### src/sha1_message_digest_defines.svh
// Assertion macros used by the SHA-1 round core.
`ifndef SHA1_MESSAGE_DIGEST_DEFINES_SVH
`define SHA1_MESSAGE_DIGEST_DEFINES_SVH

// Property that must hold at every clock edge outside reset.
`define SHA1_ASSERT(lbl, prop, msg) \
	lbl: assert property (@(posedge clk) disable iff (!arst_n) prop) else $error(msg);

// Condition that must never be seen outside reset.
`define SHA1_NEVER(lbl, expr, msg) \
	lbl: assert property (@(posedge clk) disable iff (!arst_n) !(expr)) else $error(msg);

`endif

### src/sha1_pkg.sv
`default_nettype none
package sha1_pkg;
	typedef logic [31:0] word_t;

	localparam int unsigned CountW = 61;
	localparam int unsigned Rounds = 80;

	localparam word_t IV0 = 32'h67452301;
	localparam word_t IV1 = 32'hefcdab89;
	localparam word_t IV2 = 32'h98badcfe;
	localparam word_t IV3 = 32'h10325476;
	localparam word_t IV4 = 32'hc3d2e1f0;

	localparam word_t K0 = 32'h5A827999;
	localparam word_t K1 = 32'h6ed9eba1;
	localparam word_t K2 = 32'h8f1bbcdc;
	localparam word_t K3 = 32'hca62c1d6;

	localparam logic [7:0] PadByte = 8'h80;

	// Block image selection when a compression is started.
	localparam logic [1:0] MODE_DATA   = 2'd0;
	localparam logic [1:0] MODE_PAD    = 2'd1;
	localparam logic [1:0] MODE_PADLEN = 2'd2;
	localparam logic [1:0] MODE_LEN    = 2'd3;

	typedef struct packed {
		logic start;
		logic iv_load;
	} core_ctrl_t;

	typedef struct packed {
		logic busy;
		logic done;
	} core_stat_t;
endpackage
`default_nettype wire

### src/sha1_core.sv
`default_nettype none
`include "sha1_message_digest_defines.svh"
module sha1_core (
	input  wire logic                clk,
	input  wire logic                arst_n,
	input  wire sha1_pkg::core_ctrl_t ctrl,
	input  wire logic [511:0]        block,
	output sha1_pkg::core_stat_t     stat,
	output logic [159:0]             chain
);
	logic                run_q, fin_q, done_q;
	logic [6:0]          round_q;
	sha1_pkg::word_t     sched_q [16];
	sha1_pkg::word_t     a_q, b_q, c_q, d_q, e_q;
	sha1_pkg::word_t     h_q [5];
	sha1_pkg::word_t     w, f, k, t, x;

	always_comb begin
		x = sched_q[13] ^ sched_q[8] ^ sched_q[2] ^ sched_q[0];
		w = (round_q < 7'd16) ? sched_q[0] : {x[30:0], x[31]};
		if (round_q < 7'd20) begin
			f = (b_q & c_q) | (~b_q & d_q);
			k = sha1_pkg::K0;
		end else if (round_q < 7'd40) begin
			f = b_q ^ c_q ^ d_q;
			k = sha1_pkg::K1;
		end else if (round_q < 7'd60) begin
			f = (b_q & c_q) | (b_q & d_q) | (c_q & d_q);
			k = sha1_pkg::K2;
		end else begin
			f = b_q ^ c_q ^ d_q;
			k = sha1_pkg::K3;
		end
		t = {a_q[26:0], a_q[31:27]} + f + e_q + w + k;
	end

	always_ff @(posedge clk or negedge arst_n) begin
		if (!arst_n) begin
			run_q   <= 1'b0;
			fin_q   <= 1'b0;
			done_q  <= 1'b0;
			round_q <= '0;
			h_q[0]  <= sha1_pkg::IV0;
			h_q[1]  <= sha1_pkg::IV1;
			h_q[2]  <= sha1_pkg::IV2;
			h_q[3]  <= sha1_pkg::IV3;
			h_q[4]  <= sha1_pkg::IV4;
		end else begin
			done_q <= fin_q;
			fin_q  <= 1'b0;
			if (ctrl.start) begin
				run_q   <= 1'b1;
				round_q <= '0;
			end else if (run_q) begin
				round_q <= round_q + 7'd1;
				if (round_q == 7'(sha1_pkg::Rounds - 1)) begin
					run_q <= 1'b0;
					fin_q <= 1'b1;
				end
			end
			if (fin_q) begin
				h_q[0] <= h_q[0] + a_q;
				h_q[1] <= h_q[1] + b_q;
				h_q[2] <= h_q[2] + c_q;
				h_q[3] <= h_q[3] + d_q;
				h_q[4] <= h_q[4] + e_q;
			end else if (ctrl.iv_load) begin
				h_q[0] <= sha1_pkg::IV0;
				h_q[1] <= sha1_pkg::IV1;
				h_q[2] <= sha1_pkg::IV2;
				h_q[3] <= sha1_pkg::IV3;
				h_q[4] <= sha1_pkg::IV4;
			end
		end
	end

	// Schedule window: slot 15 receives each round's word, slot 0 is oldest.
	always_ff @(posedge clk) begin
		if (ctrl.start) begin
			for (int j = 0; j < 16; j++) begin
				sched_q[j] <= block[511 - 32*j -: 32];
			end
			a_q <= h_q[0];
			b_q <= h_q[1];
			c_q <= h_q[2];
			d_q <= h_q[3];
			e_q <= h_q[4];
		end else if (run_q) begin
			for (int j = 0; j < 15; j++) begin
				sched_q[j] <= sched_q[j+1];
			end
			sched_q[15] <= w;
			e_q <= d_q;
			d_q <= c_q;
			c_q <= {b_q[1:0], b_q[31:2]};
			b_q <= a_q;
			a_q <= t;
		end
	end

	assign stat.busy = run_q | fin_q;
	assign stat.done = done_q;
	assign chain = {h_q[0], h_q[1], h_q[2], h_q[3], h_q[4]};

	`SHA1_NEVER(a_start_busy, ctrl.start && (run_q || fin_q), "start while compressing")
	`SHA1_ASSERT(a_fin_after_last, fin_q |-> $past(run_q) && ($past(round_q) == 7'd79), "bad finish")
	`SHA1_ASSERT(a_done_after_fin, done_q |-> $past(fin_q), "done without finish")
endmodule
`default_nettype wire

### src/sha1_message_digest.sv
// A message byte that does not complete a block is taken without stalling the input.
// A byte that completes a 64-byte block is taken, then stalls the input while its 80 rounds run on one unit.
// End of message: the first digest word is offered once the final block is compressed, after
// an extra block when the length spills over, and after the full data block as well when the closing byte fills one.
// The input stays stalled while a block is compressed and while the digest words are offered.
// Reset: arst_n asynchronously clears control, the byte count and loads the initial vector.
`default_nettype none
module sha1_message_digest (
	input  wire logic        clk,
	input  wire logic        arst_n,
	input  wire logic        msg_valid,
	output logic             msg_stall,
	input  wire logic [7:0]  msg_byte,
	input  wire logic        byte_present,
	input  wire logic        end_of_message,
	output logic             digest_valid,
	input  wire logic        digest_stall,
	output logic [31:0]      digest_word,
	output logic [2:0]       word_index,
	output logic             last_word
);
	// Sequencer states.
	localparam logic [1:0] ST_IDLE = 2'd0;
	localparam logic [1:0] ST_PAD  = 2'd1;
	localparam logic [1:0] ST_WAIT = 2'd2;
	localparam logic [1:0] ST_OUT  = 2'd3;

	logic [1:0]                     state_q;
	logic [1:0]                     mode_q;
	logic                           last_q;
	logic [2:0]                     idx_q;
	logic [sha1_pkg::CountW-1:0]    count_q;
	// The partial block is held as sixteen big-endian words.
	sha1_pkg::word_t                blk_q [16];

	sha1_pkg::core_ctrl_t ctrl;
	sha1_pkg::core_stat_t stat;
	logic [159:0]         chain;
	logic [511:0]         image;
	logic [1:0]           start_mode;
	logic                 in_acc, out_acc, stored;
	logic [5:0]           off;
	logic [63:0]          bit_len;

	assign in_acc  = msg_valid & ~msg_stall;
	assign out_acc = digest_valid & ~digest_stall;
	assign off     = count_q[5:0];
	// Bytes past the saturated count are dropped.
	assign stored  = byte_present & ~(&count_q);
	assign bit_len = {count_q, 3'b000};

	// Start decisions: a full block on input, the padded final block(s).
	always_comb begin
		ctrl.start   = 1'b0;
		ctrl.iv_load = 1'b0;
		start_mode   = sha1_pkg::MODE_DATA;
		case (state_q)
			ST_IDLE: begin
				if (in_acc && stored && off == 6'd63) begin
					ctrl.start = 1'b1;
				end
			end
			ST_PAD: begin
				ctrl.start = 1'b1;
				start_mode = (off > 6'd55) ? sha1_pkg::MODE_PAD : sha1_pkg::MODE_PADLEN;
			end
			ST_WAIT: begin
				if (stat.done && mode_q == sha1_pkg::MODE_PAD) begin
					ctrl.start = 1'b1;
					start_mode = sha1_pkg::MODE_LEN;
				end
			end
			ST_OUT: begin
				ctrl.iv_load = out_acc && idx_q == 3'd4;
			end
			default: begin
			end
		endcase
	end

	// Block image seen by the round unit. In the padding modes the byte at the
	// current offset becomes the pad marker and every later byte reads as zero,
	// so stale bytes from an earlier block never leak in.
	always_comb begin
		for (int i = 0; i < 64; i++) begin
			case (start_mode)
				sha1_pkg::MODE_DATA: image[511 - 8*i -: 8] = blk_q[i/4][31 - 8*(i%4) -: 8];
				sha1_pkg::MODE_LEN:  image[511 - 8*i -: 8] = 8'h00;
				default: begin
					if (6'(i) < off) begin
						image[511 - 8*i -: 8] = blk_q[i/4][31 - 8*(i%4) -: 8];
					end else if (6'(i) == off) begin
						image[511 - 8*i -: 8] = sha1_pkg::PadByte;
					end else begin
						image[511 - 8*i -: 8] = 8'h00;
					end
				end
			endcase
		end
		// A data block starts on the transaction that carries its last byte,
		// which is not in the buffer yet, so it is taken from the input.
		if (start_mode == sha1_pkg::MODE_DATA) begin
			image[7:0] = msg_byte;
		end
		// The bit length fills the last eight bytes of the final block.
		if (start_mode == sha1_pkg::MODE_PADLEN || start_mode == sha1_pkg::MODE_LEN) begin
			image[63:0] = bit_len;
		end
	end

	sha1_core u_core (
		.clk    (clk),
		.arst_n (arst_n),
		.ctrl   (ctrl),
		.block  (image),
		.stat   (stat),
		.chain  (chain)
	);

	always_ff @(posedge clk or negedge arst_n) begin
		if (!arst_n) begin
			state_q <= ST_IDLE;
			mode_q  <= sha1_pkg::MODE_DATA;
			last_q  <= 1'b0;
			idx_q   <= '0;
			count_q <= '0;
		end else begin
			if (ctrl.start) begin
				mode_q <= start_mode;
			end
			case (state_q)
				ST_IDLE: begin
					if (in_acc) begin
						last_q <= end_of_message;
						if (stored) begin
							count_q <= count_q + 1'b1;
						end
						if (stored && off == 6'd63) begin
							state_q <= ST_WAIT;
						end else if (end_of_message) begin
							state_q <= ST_PAD;
						end
					end
				end
				ST_PAD: begin
					state_q <= ST_WAIT;
				end
				ST_WAIT: begin
					if (stat.done) begin
						case (mode_q)
							sha1_pkg::MODE_DATA: state_q <= last_q ? ST_PAD : ST_IDLE;
							sha1_pkg::MODE_PAD:  state_q <= ST_WAIT;
							default: begin
								state_q <= ST_OUT;
								idx_q   <= '0;
							end
						endcase
					end
				end
				ST_OUT: begin
					if (out_acc) begin
						idx_q <= idx_q + 3'd1;
						if (idx_q == 3'd4) begin
							state_q <= ST_IDLE;
							count_q <= '0;
							last_q  <= 1'b0;
						end
					end
				end
				default: state_q <= ST_IDLE;
			endcase
		end
	end

	// Byte buffer: written at the running offset, read only into the block image.
	always_ff @(posedge clk) begin
		if (state_q == ST_IDLE && in_acc && stored) begin
			blk_q[off[5:2]][31 - 8*off[1:0] -: 8] <= msg_byte;
		end
	end

	assign msg_stall    = state_q != ST_IDLE;
	assign digest_valid = state_q == ST_OUT;
	assign word_index   = idx_q;
	assign last_word    = idx_q == 3'd4;

	always_comb begin
		case (idx_q)
			3'd0:    digest_word = chain[159:128];
			3'd1:    digest_word = chain[127:96];
			3'd2:    digest_word = chain[95:64];
			3'd3:    digest_word = chain[63:32];
			default: digest_word = chain[31:0];
		endcase
	end
endmodule
`default_nettype wire

### config.mk
export PLATFORM = sky130hd
export DESIGN_NAME = sha1_message_digest
export DESIGN_NICKNAME = d
export VERILOG_FILES = /design/src/sha1_pkg.sv /design/src/sha1_core.sv /design/src/sha1_message_digest.sv
export VERILOG_INCLUDE_DIRS = /design/src /design/src/src
export SDC_FILE = /design/constraint.sdc
export NUM_CORES = 2
export LEC_CHECK = 0
export BUFFER_PORTS_ARGS = -buffer_cell sky130_fd_sc_hd__buf_2
export CAP_MARGIN = 10
export CORE_ASPECT_RATIO = 1.5
export CORE_UTILIZATION = 45
export CTS_CLUSTER_SIZE = 28
export DETAILED_ROUTE_END_ITERATION = 10
export PLACE_DENSITY = 0.59
export RECOVER_POWER = 100
export SYNTH_ARGS = -nofsm -noshare
export SYNTH_HDL_FRONTEND = slang
export SYNTH_SLANG_ARGS = --single-unit
### constraint.sdc
create_clock -name clk -period 23 [get_ports clk]
set_input_delay 1.15 -clock clk [delete_from_list [all_inputs] [get_ports clk]]
set_output_delay 1.15 -clock clk [all_outputs]
set_load 0.05 [all_outputs]
== Word-level counts from Yosys, hierarchy flattened ==
Memory sizes are Yosys's and may differ from the RTL's.
Cells that the tools add are included.
Word-level totals
  RAM bits: 1024
  register bits after elaboration: 399
  bits in read-only memories: 0
  latch bits: 0
  output and inout port bits: 38
  bits of input ports: 14
  memories kept: 2
  logic and storage cells: 521
Memories
  blk_q: depth 16, width 32, read ports 16, clocked after Yosys merged registers in 0, wr ports 1, line sha1_message_digest.sv:34  | sha1_pkg::word_t blk_q [16];
  u_core.sched_q: depth 16, width 32, read ports 16, clocked after Yosys merged registers in 0, wr ports 16, line sha1_core.sv:13  | sha1_pkg::word_t sched_q [16];
Cells by class
  order comparisons: 69
  equality and inequality tests: 82
  shift-type cells: 2
  $mul: 0
  multiplexer cells: 274
  div/mod/pow operators: 0
  reduce and logical (&&, ||, !) cells: 24
  bitwise operators: 35
  $add $sub $neg: 14
Operator list (count)
  $mux 32: 33
  $mux 8: 130
  $pmux 8 s2: 63
  $mux 160: 2
  $add 32x32->32: 9
  $mux 61: 4
  $eq 6x6->1 const A: 32
  $lt 6x6->1 const A: 32
  $xor 32x32->32: 5
  $and 32x32->32: 4
  $pmux 32 s4: 1
  $pmux 61 s2: 1
  $eq 5x6->1 const A: 16
  $lt 5x6->1 const A: 16
  $or 32x32->32: 3
  $mux 64: 1
  $add 61x1->61 const B: 1
  $reduce_and 61->1: 1
  $eq 4x6->1 const A: 8
  $lt 4x6->1 const A: 8
  $shift 8x34->39 const A: 1
  $shiftx 8x34->39: 1
  $neg 32->34: 1
  $not 32->32: 1
  44 further kinds: 126

== Logic depth before layout (Yosys ltp) ==
  word-level depth: 12
  mapped depth: 26
  mapped depth without buffers: 24

== Hierarchy ==
From an unflattened synthesis, not the netlist that was laid out.
Unflattened totals
  cell total of the unflattened synthesis: 6101
  area, all modules: 74179.9 µm²
Modules (own cells, without submodules)
  sha1_core: cells each 3943, area each 48347.6 µm², times used 1, sequential area each 24533.5 µm²
  sha1_message_digest: cells each 2158, area each 25832.3 µm², times used 1, sequential area each 16861.2 µm²

== Worst setup path before layout ==
OpenSTA, ideal clock, no wires.
  kind: input to register
  start point: in msg_valid
  end point: reg u_core.a_q[0] (enable)
  path buffers: 2
  stages on the path: 5
  path slack: 4.735 ns
  required time: 21.837 ns
  arrival time: 17.102 ns
  path through: o311ai_4 -> o32a_1 -> buf_4 -> buf_2 -> nand2b_1
On the way
  word-level cells in the longest chain between the ends: 6
RTL lines
  start, declared: line sha1_message_digest.sv:11  | input wire logic msg_valid,
  $and 1x1->1: line sha1_message_digest.sv:45  | assign in_acc = msg_valid & ~msg_stall;
  $logic_and 1x1->1 (2 in a row): line sha1_message_digest.sv:59  | if (in_acc && stored && off == 6'd63) begin
  $mux 1: line sha1_message_digest.sv:59
  $pmux 1 s3: line sha1_message_digest.sv:57  | case (state_q)
  $reduce_bool 2->1 (no source line)
  end signal, assigned: line sha1_core.sv:83  | a_q <= h_q[0];
  end signal, assigned: line sha1_core.sv:97  | a_q <= t;
  end, declared: line sha1_core.sv:14  | sha1_pkg::word_t a_q, b_q, c_q, d_q, e_q;
No other way between the ends.
A chain may end at the register's enable or synchronous reset.

==> flow_metrics.tcl <==
set metrics [dict create \
    status "finished with violations" \
    violations "DRC, capacitance limit, slew limit" \
    gp_congestion 0.9184 \
    final_util 0.4938 \
    worstSetupPathType "flop to flop" \
    ir_worst_vdd_mv 0.07725 \
    ctsHoldBuffers 0 \
    ys_warn_count 0 \
    critPathArrivalTime_ns 14.66 \
    finalHoldViolCount 0 \
    cts_max_level 4 \
    dieArea_sq_um 161100 \
    p_leak_nw 30.01 \
    grt_pass1_wl_mm 330.6 \
    critPathLaunch "count_q[0]" \
    hp-start "u_core.sched_q[0][230]" \
    reg2reg_depth 10 \
    ys_async_sr_fraction 0.1689 \
    die_w_um 328.1 \
    drt-wirelength-per-cell_um 25.19 \
    postCtsSetupBuffers 0 \
    cap_violations 36 \
    slew_headroom -5.086 \
    grt_setup_unrepaired "false" \
    dpl.hpwl_mm 154.0 \
    cts.root.buffer_cell "clkbuf_16" \
    area_delta_synth_final_pct 9.095 \
    cts_resized 0 \
    cp_max_fo 168 \
    final_nets 7027 \
    end_kind "flop" \
    r2r-end "u_core.sched_q[0][215]" \
    grt_use_total 0.2759 \
    min_path_type "flop to flop" \
    port_buffers 51 \
    cts_tree "done" \
    clk_pin_slew_worst_paths_ns 0.07 \
    fmax_mhz 69.63 \
    viasPerCell 5.850 \
    r2r_slack_ns 8.64 \
    fin_tns_setup_ns 0 \
    setup-violations-final 0 \
    synth_edf_count 1176 \
    dr.pass1.iters 11 \
    final_common_cell "nand2_1" \
    antenna_found_initial 6 \
    cts.sinks 1415 \
    worst_slew_pin_slew_ns 9.129 \
    timing.rr.start "count_q[0]" \
    grt_remaining_overflow 0 \
    cts_buffers 142 \
    rows 179 \
    period_needed_ns 14.36 \
    core-area_sq_um 158600 \
    wl_mm 223.2 \
    cts_buffer_depth 3 \
    synth_cell_type_count 86 \
    ys.flop_type "edfxtp_1" \
    p_per_area_nw_per_um2 66.43 \
    drt_iter0_markers 4488 \
    grt_start_max_net_pins 183 \
    hold-path-cell-count 2 \
    whs_endpoint "u_core.sched_q[0][198]" \
    fp.dieH_um 491.1 \
    syn_nets 7079 \
    mostFrequentLayoutCells "nand2_1, edfxtp_1, nor2_1" \
    required_ns 23.30 \
    synth_seq_cells 1415 \
    seq_area_frac_synth 0.5768 \
    slew_violations 2434 \
    fin_worst_skew_ns 0.02761 \
    layout_worst_path_cycle_share 0.6244 \
    postSynthCellCount 6708 \
    grt_pass1_vias 51409 \
    ant_nets 0 \
    netlist_area_sq_um 71770 \
    start_util 0.4526 \
    clk_latency_ns 0.81 \
    pin_count 52 \
    drc_errors 32 \
    via_count 51828 \
    avgSynthCellArea_sq_um 10.70 \
    start_kind "flop" \
    drive_gt1_frac 0.05328 \
]
cells in the mapped netlist, drive strengths merged (22+ instances only):
library cell	n	area share
a211oi	30	0.0031
a21o	70	0.0073
a21oi	349	0.024
a221oi	62	0.0077
a22oi	69	0.0072
a31oi	35	0.0031
and3	52	0.0045
buf	123	0.010
clkbuf	198	0.010
dfrtp	159	0.055
dfstp	80	0.029
edfxtp	1176	0.49
fa	124	0.035
ha	233	0.041
inv	224	0.012
nand2	1483	0.078
nand2b	27	0.0024
nand3	512	0.036
nand4	40	0.0035
nor2	529	0.028
nor2b	52	0.0045
nor3	59	0.0043
o21a	71	0.0074
o21ai	350	0.024
o31ai	22	0.0023
or3	23	0.0020
xnor2	178	0.022
xor2	102	0.012
worst max path at each step:
| stage | end | cells after the start | slack, ns |
|---|---|---|---|
| 6_report | u_core.sched_q[0][215] | 10 | 8.64 |
| 5_1_grt | u_core.sched_q[0][183] | 10 | 7.57 |
| 4_1_cts | u_core.a_q[23] | 25 | 15.05 |
| 3_5_place_dp | u_core.a_q[31] | 23 | 15.09 |
| 3_3_place_gp | u_core.a_q[23] | 25 | 15.20 |
| 2_1_floorplan | u_core.a_q[0] | 5 | 4.73 |
worst max-delay path, cell delays in order, from the launching register on:
cell,delay (ns)
dfrtp_1,1.02
ha_1,0.31
clkbuf_1,0.88
and2_0,0.36
nand3_1,0.43
o32a_2,0.54
clkbuf_1,1.14
nand2b_1,2.11
buf_12,0.67
clkbuf_1,3.00
clkbuf_1,3.08
power by group:
part	switching, mW	total (mW)	internal [mW]
combinational	0.0184	0.0200	0.00155
clock	1.05	2.44	1.39
sequential	0	2.74	2.74
stage by stage:
stage	area, sq um	std cells	power, mW	hold WS, ns	setup slack, ns
after detailed placement	73810	8593	2.820	0.4904	15.09
after CTS	78600	8856	5.232	0.3605	15.05
after floorplan	71770	6708	2.801	0.3519	4.735
after global placement	73800	8592	2.820	0.4849	15.20
final	78300	8860	5.202	0.5009	8.638
after global routing	78290	8857	5.318	0.5242	7.572
cell type report:
type | instances | area, sq um
diodes | 4 | 10.01
clock inverters | 76 | 900.9
flip-flops and latches | 1415 | 41390
fillers | 14367 | 80270
multi-input cells | 4746 | 28010
clock buffers | 187 | 3887
well taps | 2081 | 2604
repair buffers | 125 | 641.9
inverters | 226 | 848.3
kinds of logic (layout without fill, tap and decap cells):
| group | Yosys count | count (layout) | synth area share |
|---|---|---|---|
| AND/OR/NAND/NOR | 2848 | 2848 | 0.1692 |
| AO/OA/AOI/OAI | 1247 | 1247 | 0.1097 |
| XOR/XNOR | 281 | 281 | 0.03448 |
| multiplexers | 13 | 13 | 0.001848 |
| other | 0 | 4 | 0 |
| flip-flops | 1415 | 1415 | 0.5768 |
| buffers and inverters | 547 | 614 | 0.03271 |
| adder cells (fa/ha/maj) | 357 | 357 | 0.07521 |
state kept, by name, indices dropped and copies added, names as in the netlist, 2 cells and up:
signal,cells
u_core.sched_q,512
blk_q,504
u_core.chain,160
count_q,61
u_core.a_q,32
u_core.b_q,32
u_core.c_q,32
u_core.d_q,32
u_core.e_q,32
u_core.round_q,7
word_index,3
mode_q,2
state_q,2
per-layer routing:
metal,track usage,up-vias,share of wire
met3,0.02919,482,0.048
li1,-,23770,-
met5,0,-,0.00010
met4,0.1333,4,0.053
met2,0.4961,1703,0.52
met1,0.3257,25869,0.38
Power figures use the tool's default switching activity.
